--- src/design/gbi_pkg.sv ---
package gbi_pkg;

	localparam int MAX_COLS_DEF = 256;
	localparam int MAX_ROWS_DEF = 256;

	localparam int DATA_W      = 32;
	localparam int ADDR_W      = 16;
	localparam int STORE_DEPTH = 65536;
	localparam int CFG_IDX_W   = 3;
	localparam int WGT_W       = 48;
	localparam int ACC_W       = 128;
	localparam int DEN_W       = 62;
	localparam int MUL_CNT_W   = 6;
	localparam int DIV_CNT_W   = 8;
	localparam int QUEUE_DEPTH = 2;

	localparam logic MODE_LOAD  = 1'b0;
	localparam logic MODE_QUERY = 1'b1;

	typedef enum logic [CFG_IDX_W-1:0] {
		CFG_NUM_COLS = 3'd0,
		CFG_NUM_ROWS = 3'd1,
		CFG_X_ORIGIN = 3'd2,
		CFG_Y_ORIGIN = 3'd3,
		CFG_X_STEP   = 3'd4,
		CFG_Y_STEP   = 3'd5
	} cfg_idx_t;

	typedef struct packed {
		logic [8:0]  num_cols;
		logic [8:0]  num_rows;
		logic [31:0] x_origin;
		logic [31:0] y_origin;
		logic [30:0] x_step;
		logic [30:0] y_step;
	} cfg_t;

	typedef struct packed {
		logic        mode;
		logic [15:0] cell_index;
		logic [31:0] cell_value;
		logic [31:0] query_x;
		logic [31:0] query_y;
	} item_t;

	typedef enum logic [4:0] {
		ST_IDLE,
		ST_DIFF,
		ST_DIVX,
		ST_DIVX_W,
		ST_DIVY,
		ST_DIVY_W,
		ST_PROD,
		ST_WGT,
		ST_RD,
		ST_RD_W,
		ST_MUL1,
		ST_MUL1_W,
		ST_MUL2,
		ST_MUL2_W,
		ST_MAG,
		ST_DIVF,
		ST_DIVF_W,
		ST_RND,
		ST_OUT
	} state_t;

endpackage

--- src/design/gbi_front.sv ---
module gbi_front (
	input  logic           clk,
	input  logic           arst_n,
	input  logic           start,
	output logic           busy,
	input  gbi_pkg::item_t item,
	output logic           head_valid,
	output gbi_pkg::item_t head,
	input  logic           pop
);

	localparam int PTR_W = $clog2(gbi_pkg::QUEUE_DEPTH);
	localparam int CNT_W = $clog2(gbi_pkg::QUEUE_DEPTH + 1);

	gbi_pkg::item_t   mem_q [gbi_pkg::QUEUE_DEPTH];
	logic [PTR_W-1:0] wr_q;
	logic [PTR_W-1:0] rd_q;
	logic [CNT_W-1:0] cnt_q;
	logic             push;
	logic             take;

	assign busy       = (cnt_q == CNT_W'(gbi_pkg::QUEUE_DEPTH));
	assign push       = start && !busy;
	assign head_valid = (cnt_q != '0);
	assign take       = pop && head_valid;
	assign head       = mem_q[rd_q];

	always_ff @(posedge clk or negedge arst_n) begin
		if (!arst_n) begin
			wr_q  <= '0;
			rd_q  <= '0;
			cnt_q <= '0;
		end else begin
			if (push) begin
				wr_q <= wr_q + 1'b1;
			end
			if (take) begin
				rd_q <= rd_q + 1'b1;
			end
			if (push && !take) begin
				cnt_q <= cnt_q + 1'b1;
			end else if (take && !push) begin
				cnt_q <= cnt_q - 1'b1;
			end
		end
	end

	always_ff @(posedge clk) begin
		if (push) begin
			mem_q[wr_q] <= item;
		end
	end

endmodule

--- config.mk ---
export PLATFORM = sky130hd
export DESIGN_NAME = gbi_front
export DESIGN_NICKNAME = d
export VERILOG_FILES = /design/src/design/gbi_pkg.sv /design/src/design/gbi_front.sv
export SDC_FILE = /design/constraint.sdc
export NUM_CORES = 1
export LEC_CHECK = 0
export BUFFER_PORTS_ARGS = -buffer_cell sky130_fd_sc_hd__buf_2
export CORE_MARGIN = 8
export CORE_UTILIZATION = 55
export CTS_BUF_LIST = sky130_fd_sc_hd__clkbuf_8
export CTS_CLUSTER_SIZE = 16
export DETAILED_ROUTE_END_ITERATION = 8
export GPL_TIMING_DRIVEN = 0
export PLACE_DENSITY_LB_ADDON = 0.1
export SLEW_MARGIN = 30
export SYNTH_ARGS = -nofsm -noshare
export SYNTH_HDL_FRONTEND = slang
export SYNTH_SLANG_ARGS = --single-unit
--- constraint.sdc ---
create_clock -name clk -period 18.2 [get_ports clk]
set_input_delay 0.91 -clock clk [delete_from_list [all_inputs] [get_ports clk]]
set_output_delay 0.91 -clock clk [all_outputs]
set_load 0.02 [all_outputs]
==> results of run 1 <==
routing by layer:
layer / track usage [%] / wire, um
met1: 17.71 / 6366
met2: 27.83 / 8524
met3: 8.069 / 1707
met4: 7.240 / 461
met5: 0 / 36
flip-flops by register name, indices dropped and copies added, names as in the netlist:
register and cells:
rd_q 1, mem_q 226, cnt_q 2, wr_q 1
metrics by stage:
| stage | hold slack, ns | total power, mW | setup WS (ns) | util, % |
|---|---|---|---|---|
| floorplan | 0.4559 | 1.239 | 11.92 | - |
| global placement | 0.4737 | 1.436 | 9.400 | 65.67 |
| detailed placement | 0.4793 | 1.457 | 15.77 | 67.12 |
| CTS | 0.1521 | 1.859 | 15.43 | 71.48 |
| global route | 0.1382 | 1.920 | 15.37 | 71.51 |
| finish | 0.1844 | 1.833 | 15.49 | 71.51 |
critical path, stage by stage (launching register included):
cell and delay (ns):
dfrtp_1 0.34, buf_6 0.12, buf_8 0.15, buf_6 0.19
mux2_4 0.32, buf_2 0.16
power groups by stage:
stage,logic (mW),clock network [mW],registers (mW)
finish,0.683,0.398,0.752
global route,0.724,0.434,0.761
CTS,0.696,0.409,0.754
detailed placement,0.693,0,0.763
global placement,0.649,0,0.787
floorplan,0.466,0,0.773
cells by family (layout without fill, tap and decap cells):
group | Yosys count | after routing | share of synthesized area, %
fa+ha+maj | 1 | 1 | 0.1455
other cells | 0 | 2 | 0
simple gates | 7 | 7 | 0.3930
flops | 230 | 230 | 80.07
mux | 113 | 113 | 17.41
buf+inv | 15 | 318 | 1.469
xor+xnor | 5 | 5 | 0.5093
area by class of cell:
type / instances / area, sq um
Buffer: 13 / 118.9
Clock buffer: 39 / 536.8
Antenna cell: 2 / 5.005
Timing Repair Buffer: 239 / 1364
Clock inverter: 25 / 128.9
Inverter: 2 / 7.507
Fill cell: 990 / 4347
Sequential cell: 230 / 6887
Multi-Input combinational cell: 126 / 1600
Tap cell: 211 / 264.0
how the worst max path moves through the flow:
stage                                         to  slack (ns)             start
after floorplan            mem_q[0][0]$_DFFE_PP_       11.92             start
after global placement    mem_q[0][26]$_DFFE_PP_        9.40             start
after detailed placement  mem_q[1][24]$_DFFE_PP_       15.77             start
after CTS                               head[32]       15.43  rd_q$_DFFE_PN0P_
after global routing                    head[68]       15.37  rd_q$_DFFE_PN0P_
final                                   head[32]       15.49  rd_q$_DFFE_PN0P_
cell usage in the layout, fill, tap and decap left out, drive strengths merged:
cell	instances
mux2	113
and3	1
xnor2	3
clkinv	11
xor2	2
diode	2
nand2	2
dfrtp	4
edfxtp	226
inv	14
clkbuf	39
nor2	2
ha	1
bufinv	1
or2	1
nand2b	1
buf	252
clkinvlp	1
==> qor.csv, run 1 <==
stage;metric;value;unit
timing;setup_viol;0;
yosys;synthFlopType;edfxtp_1;
placed_design;port_buffers;231;
floorplanning;core_area;15260;sq um
floorplanning;die_area;19900;sq um
critical_path;r2r_end;mem_q[1][39]$_DFFE_PP_;
timing;slew-limit-headroom;72.60;%
grt;grt_overflow;0;
power;leakage;4.358;nW
yosys;postSynth.asyncResetShare;1.739;%
drt;vias_per_cell;4.964;
yosys;netlist_top_cells_count;edfxtp_1 (226), mux2_4 (60), mux2_2 (53);
clock_tree;clk_latency;0.52;ns
cells_and_area;fin_cells;887;
drt;wirelength;17100;um
grt;gr-usage-all-layers;16.68;%
floorplanning;die_h;141.1;um
power;p_per_area;168.0;nW/um^2
yosys;syn_area_per_cell;23.18;sq um
floorplanning;ios;232;
placed_design;placedCellCount;821;
power;internal_power;1.234;mW
yosys;syn-cell-area;8601;sq um
placed_design;dp_hpwl;12100;um
drt;drt-initial-drc-count;247;
critical_path;r2r_slack;16.18;ns
critical_path;critPathLaunchType;register;
timing;drv_slew;0;
critical_path;crit_required;17.29;ns
clock_tree;clk_pin_slew;0.06;ns
critical_path;crit_type;reg2out;
critical_path;crit_path_max_fanout;10;
status;status;finished clean;
yosys;synth_most_common_cell;edfxtp_1;
clock_tree;cts_made_buffers;37;
cells_and_area;design_area;10910;sq um
critical_path;arrival;1.80;ns
drt;drc;0;
grt;grt_pass1_wl;25270;um
placed_design;gp_congestion;0.7058;
power;vdd_ir_drop_max;0.1037;mV
clock_tree;clk_path_buf_depth;3;
power;p_comb_share;37.2;%
cells_and_area;area_growth_syn_to_layout;26.87;%
timing;worst_pin_slew;0.4110;ns
grt;grt_pass1_vias;4848;
cells_and_area;drive_gt1_share;61.28;%
timing;period_needed;2.714;ns
clock_tree;post_cts_buffers;0;
clock_tree;cts_tree;done;
yosys;ys_warn_count;0;
timing;fin_skew;0.01960;ns
yosys;synth.area.top_cells;edfxtp_1 (79%), mux2_4 (10%), mux2_2 (6.9%);
drt;drtAntennaViolNets;0;
critical_path;end_kind;primary output;
timing;finalHoldViolations;0;
timing;fmax;0.3684;GHz
power;p_sw;599.2;uW
yosys;synth_top_area_cell;edfxtp_1;
drt;first_pass_iters;4;
yosys;syn_nets;489;
critical_path;reg2reg_depth;4;
timing;setup_tns;0;ns
power;power_frac_seq;41.0;%
clock_tree;cts_root_buf;clkbuf_8;
critical_path;r2r-start;cnt_q[0]$_DFFE_PN0P_;
floorplanning;fp.dieW;141.1;um
clock_tree;clock_sinks;230;
floorplanning;initial_core_util;56.37;%
timing;period_share;14.91;%
job;cap_viol_max_count;0;
drt;vias;4403;
power;swShare;32.69;%
floorplanning;row_count;45;
timing;rsz0062_at_grt;no;
grt;grt_antenna_before_repair;5;
cells_and_area;nNetsFinal;767;
grt;grt_max_degree;49;
yosys;synth_top_area_share;78.91;%
yosys;syn_inst;371;
placed_design;post_dp_cell_area;10240;sq um
yosys;ys_types;16;
min_path;hp-class;in2async;
clock_tree;hold_buffers;0;
yosys;synth-seq-area-share;80.07;%
clock_tree;cts_resized;0;
power;power_frac_clock;21.7;%
yosys;ys_seq_elements;230;
yosys;synth_edf_count;226;
clock_tree;h-tree-depth;2;
drt;wl_per_cell;19.28;um
Note: power is estimated with default switching activity, not from simulation.
==> run 2, diff against run 1 <==
--- a/config.mk
+++ b/config.mk
@@ -7,7 +7,7 @@
 export LEC_CHECK = 0
 export BUFFER_PORTS_ARGS = -buffer_cell sky130_fd_sc_hd__buf_2
 export CORE_MARGIN = 8
-export CORE_UTILIZATION = 55
+export CORE_UTILIZATION = 49
 export CTS_BUF_LIST = sky130_fd_sc_hd__clkbuf_8
 export CTS_CLUSTER_SIZE = 16
 export DETAILED_ROUTE_END_ITERATION = 8
==> constraint.sdc (replaced) <==
create_clock -name clk -period 2.2 [get_ports clk]
set_input_delay 0.11 -clock clk [delete_from_list [all_inputs] [get_ports clk]]
set_output_delay 0.11 -clock clk [all_outputs]
set_load 0.02 [all_outputs]
==> run 2 against run 1 <==
  * Register-to-register slack got worse by 16 ns
  * Sequential cell count stayed put
  * Highest routed layer is now met4
  * Clock power increased to 8.4 times the previous value
  * Largest cell class unchanged
  * Total power grew to 8.4 times the previous value
  * Final cell count increased by 15%
  * Clock-buffer cell count increased by 2
  * Critical endpoint is now head[28]
==> qor.csv, run 2 (synthesis results as in run 1) <==
stage;metric;value;unit;change
timing;worst_pin_slew;0.5896;ns;+0.1786 ns
power;vdd_ir_drop_max;0.7252;mV;+600%
timing;slew-limit-headroom;60.69;%;-12 points
job;cap_viol_max_count;0;;unchanged
cells_and_area;nNetsFinal;885;;+15%
cells_and_area;fin_cells;1020;;+15%
min_path;hp-class;in2reg;;
timing;setup_viol;0;;unchanged
grt;gr-usage-all-layers;16.30;%;-0.38 points
grt;grt_pass1_wl;28160;um;+11%
cells_and_area;drive_gt1_share;52.02;%;-9.3 points
clock_tree;cts_root_buf;clkbuf_8;;
cells_and_area;largest_reg_flops;226;;unchanged
grt;grt_pass1_vias;5362;;+11%
cells_and_area;postLayoutCoreUtil;70.44;%;-1.1 points
cells_and_area;multi_input_area;1615;sq um;+0.94%
drt;first_pass_iters;4;;unchanged
drt;drtAntennaViolNets;0;;unchanged
drt;drc;0;;unchanged
placed_design;post_dp_cell_area;10280;sq um;+0.37%
floorplanning;die_h;148.5;um;+5.3%
drt;wirelength;18240;um;+6.7%
power;p_per_area;1273;nW/um^2;+660%
grt;grt_antenna_before_repair;1;;-4
clock_tree;clk_latency;0.51;ns;about the same
clock_tree;clock_sinks;230;;unchanged
placed_design;gp_congestion;0.6997;;-0.86%
placed_design;placedCellCount;835;;+1.7%
drt;vias;4846;;+10%
cells_and_area;area_growth_syn_to_layout;41.17;%;
drt;vias_per_cell;4.751;;-4.3%
clock_tree;cts_resized;0;;unchanged
timing;hold_ws;0.3188;ns;+0.1343 ns
floorplanning;core_area;17240;sq um;+13%
clock_tree;cts_made_buffers;38;;+2.7%
placed_design;port_buffers;231;;unchanged
timing;period_share;88.11;%;
grt;grt_overflow;0;;unchanged
timing;drv_slew;0;;unchanged
timing;rsz0062_at_grt;no;;
floorplanning;fp.dieW;148.5;um;+5.3%
power;leakage;4.870;nW;+12%
cells_and_area;nFillCells;1127;;+14%
clock_tree;clk_pin_slew;0.06;ns;about the same
timing;period_needed;1.938;ns;
cells_and_area;regMostFlops;mem_q;;
critical_path;crit_path_max_fanout;10;;unchanged
critical_path;crit_required;2.09;ns;-15.20 ns
clock_tree;cts_tree;done;;
status;status;finished clean;;
cells_and_area;final_common_cell;buf_2;;
timing;fmax;0.5159;GHz;
placed_design;post-place-ws;0.3071;ns;-15.47 ns
critical_path;crit_type;reg2out;;
critical_path;end_kind;primary output;;
timing;worst_slack;0.2616;ns;-15.22 ns
drt;wl_per_cell;17.88;um;-7.2%
cells_and_area;top_regs;mem_q: 226 flops, cnt_q: 2 flops;;
power;power;15.46;mW;+740%
timing;setup_tns;0;ns;unchanged
cells_and_area;design_area;12140;sq um;+11%
floorplanning;die_area;22050;sq um;+11%
floorplanning;initial_core_util;49.90;%;-6.5 points
cells_and_area;final_cell_mix;buf_2 (236), edfxtp_1 (226), dlygate4sd3_1 (117);;
timing;fin_skew;0.02382;ns;+0.004215 ns
floorplanning;ios;232;;unchanged
clock_tree;h-tree-depth;2;;unchanged
placed_design;dp_hpwl;11890;um;-1.7%
timing;finalHoldViolations;0;;unchanged
critical_path;critPathLaunchType;register;;
drt;drt-initial-drc-count;153;;-38%
grt;grt_max_degree;45;;-8.2%
clock_tree;clk_path_buf_depth;3;;unchanged
floorplanning;row_count;48;;+6.7%
cells_and_area;seq_area;6887;sq um;unchanged
critical_path;arrival;1.83;ns;+0.03 ns
-- run 2: changes by cell type in the layout (fill, tap and decap cells not counted) --
cell / change
clkinv_2: -3
nand2b_1: -1
inv_1: +1
nand2_1: -1
clkbuf_8: +2
buf_12: +1
nand2b_4: +1
dlygate4sd3_1: +117
diode_2: -1
nand2_4: +1
clkinv_1: +4
clkinvlp_4: -1
buf_8: -1
-- run 2: routing by layer --
layer,share of wire (%),GRT usage (%),up-vias
met2,51,27.75,180
met1,38,18.67,2355
met3,8.8,6.108,26
met4,1.6,5.150,0
li1,-,-,2285
met5,0,0,-
-- run 2: area by class of cell --
class                           count  share of cell area [%]
Sequential cell                   230                   56.72
Timing Repair Buffer              356                   20.92
Multi-Input combinational cell    126                   13.30
Clock buffer                       41                   4.648
Tap cell                          225                   2.319
Clock inverter                     26                   1.031
Buffer                             13                  0.9790
Inverter                            2                 0.06183
Antenna cell                        1                 0.02061
-- run 2: critical path: stages, from the launching register on --
cell and delay (ns):
dfrtp_1 0.34, buf_6 0.13, buf_8 0.16, buf_6 0.20, mux2_4 0.32, buf_2 0.16
-- run 2: final timing paths --
| path | startpoint | endpoint | slack, ns | depth (start not counted) |
|---|---|---|---|---|
| max | rd_q$_DFFE_PN0P_ | head[28] | 0.26 | 5 |
| min | item[105] | mem_q[1][105]$_DFFE_PP_ | 0.32 | 2 |
| max reg2reg | cnt_q[0]$_DFFE_PN0P_ | mem_q[0][33]$_DFFE_PP_ | 0.32 | 6 |
| min reg2reg | cnt_q[0]$_DFFE_PN0P_ | cnt_q[0]$_DFFE_PN0P_ | 0.54 | 1 |
| max in group asynchronous | arst_n | rd_q$_DFFE_PN0P_ | 1.48 | 3 |
| min in group asynchronous | arst_n | cnt_q[0]$_DFFE_PN0P_ | 0.54 | 3 |
-- run 2: timing repair --
| item | CTS | global route |
|---|---|---|
| hold endpoints to repair | 232 | 0 |
| hold buffers | 117 | 0 |
| buffers inserted | 0 | 0 |
-- run 2: where the power goes --
part | total (mW) | switching [mW] | internal, mW
registers | 6.22 | 0.240 | 5.98
clock network | 3.36 | 1.54 | 1.82
logic | 5.88 | 3.25 | 2.63
total | 15.5 | 5.03 | 10.4
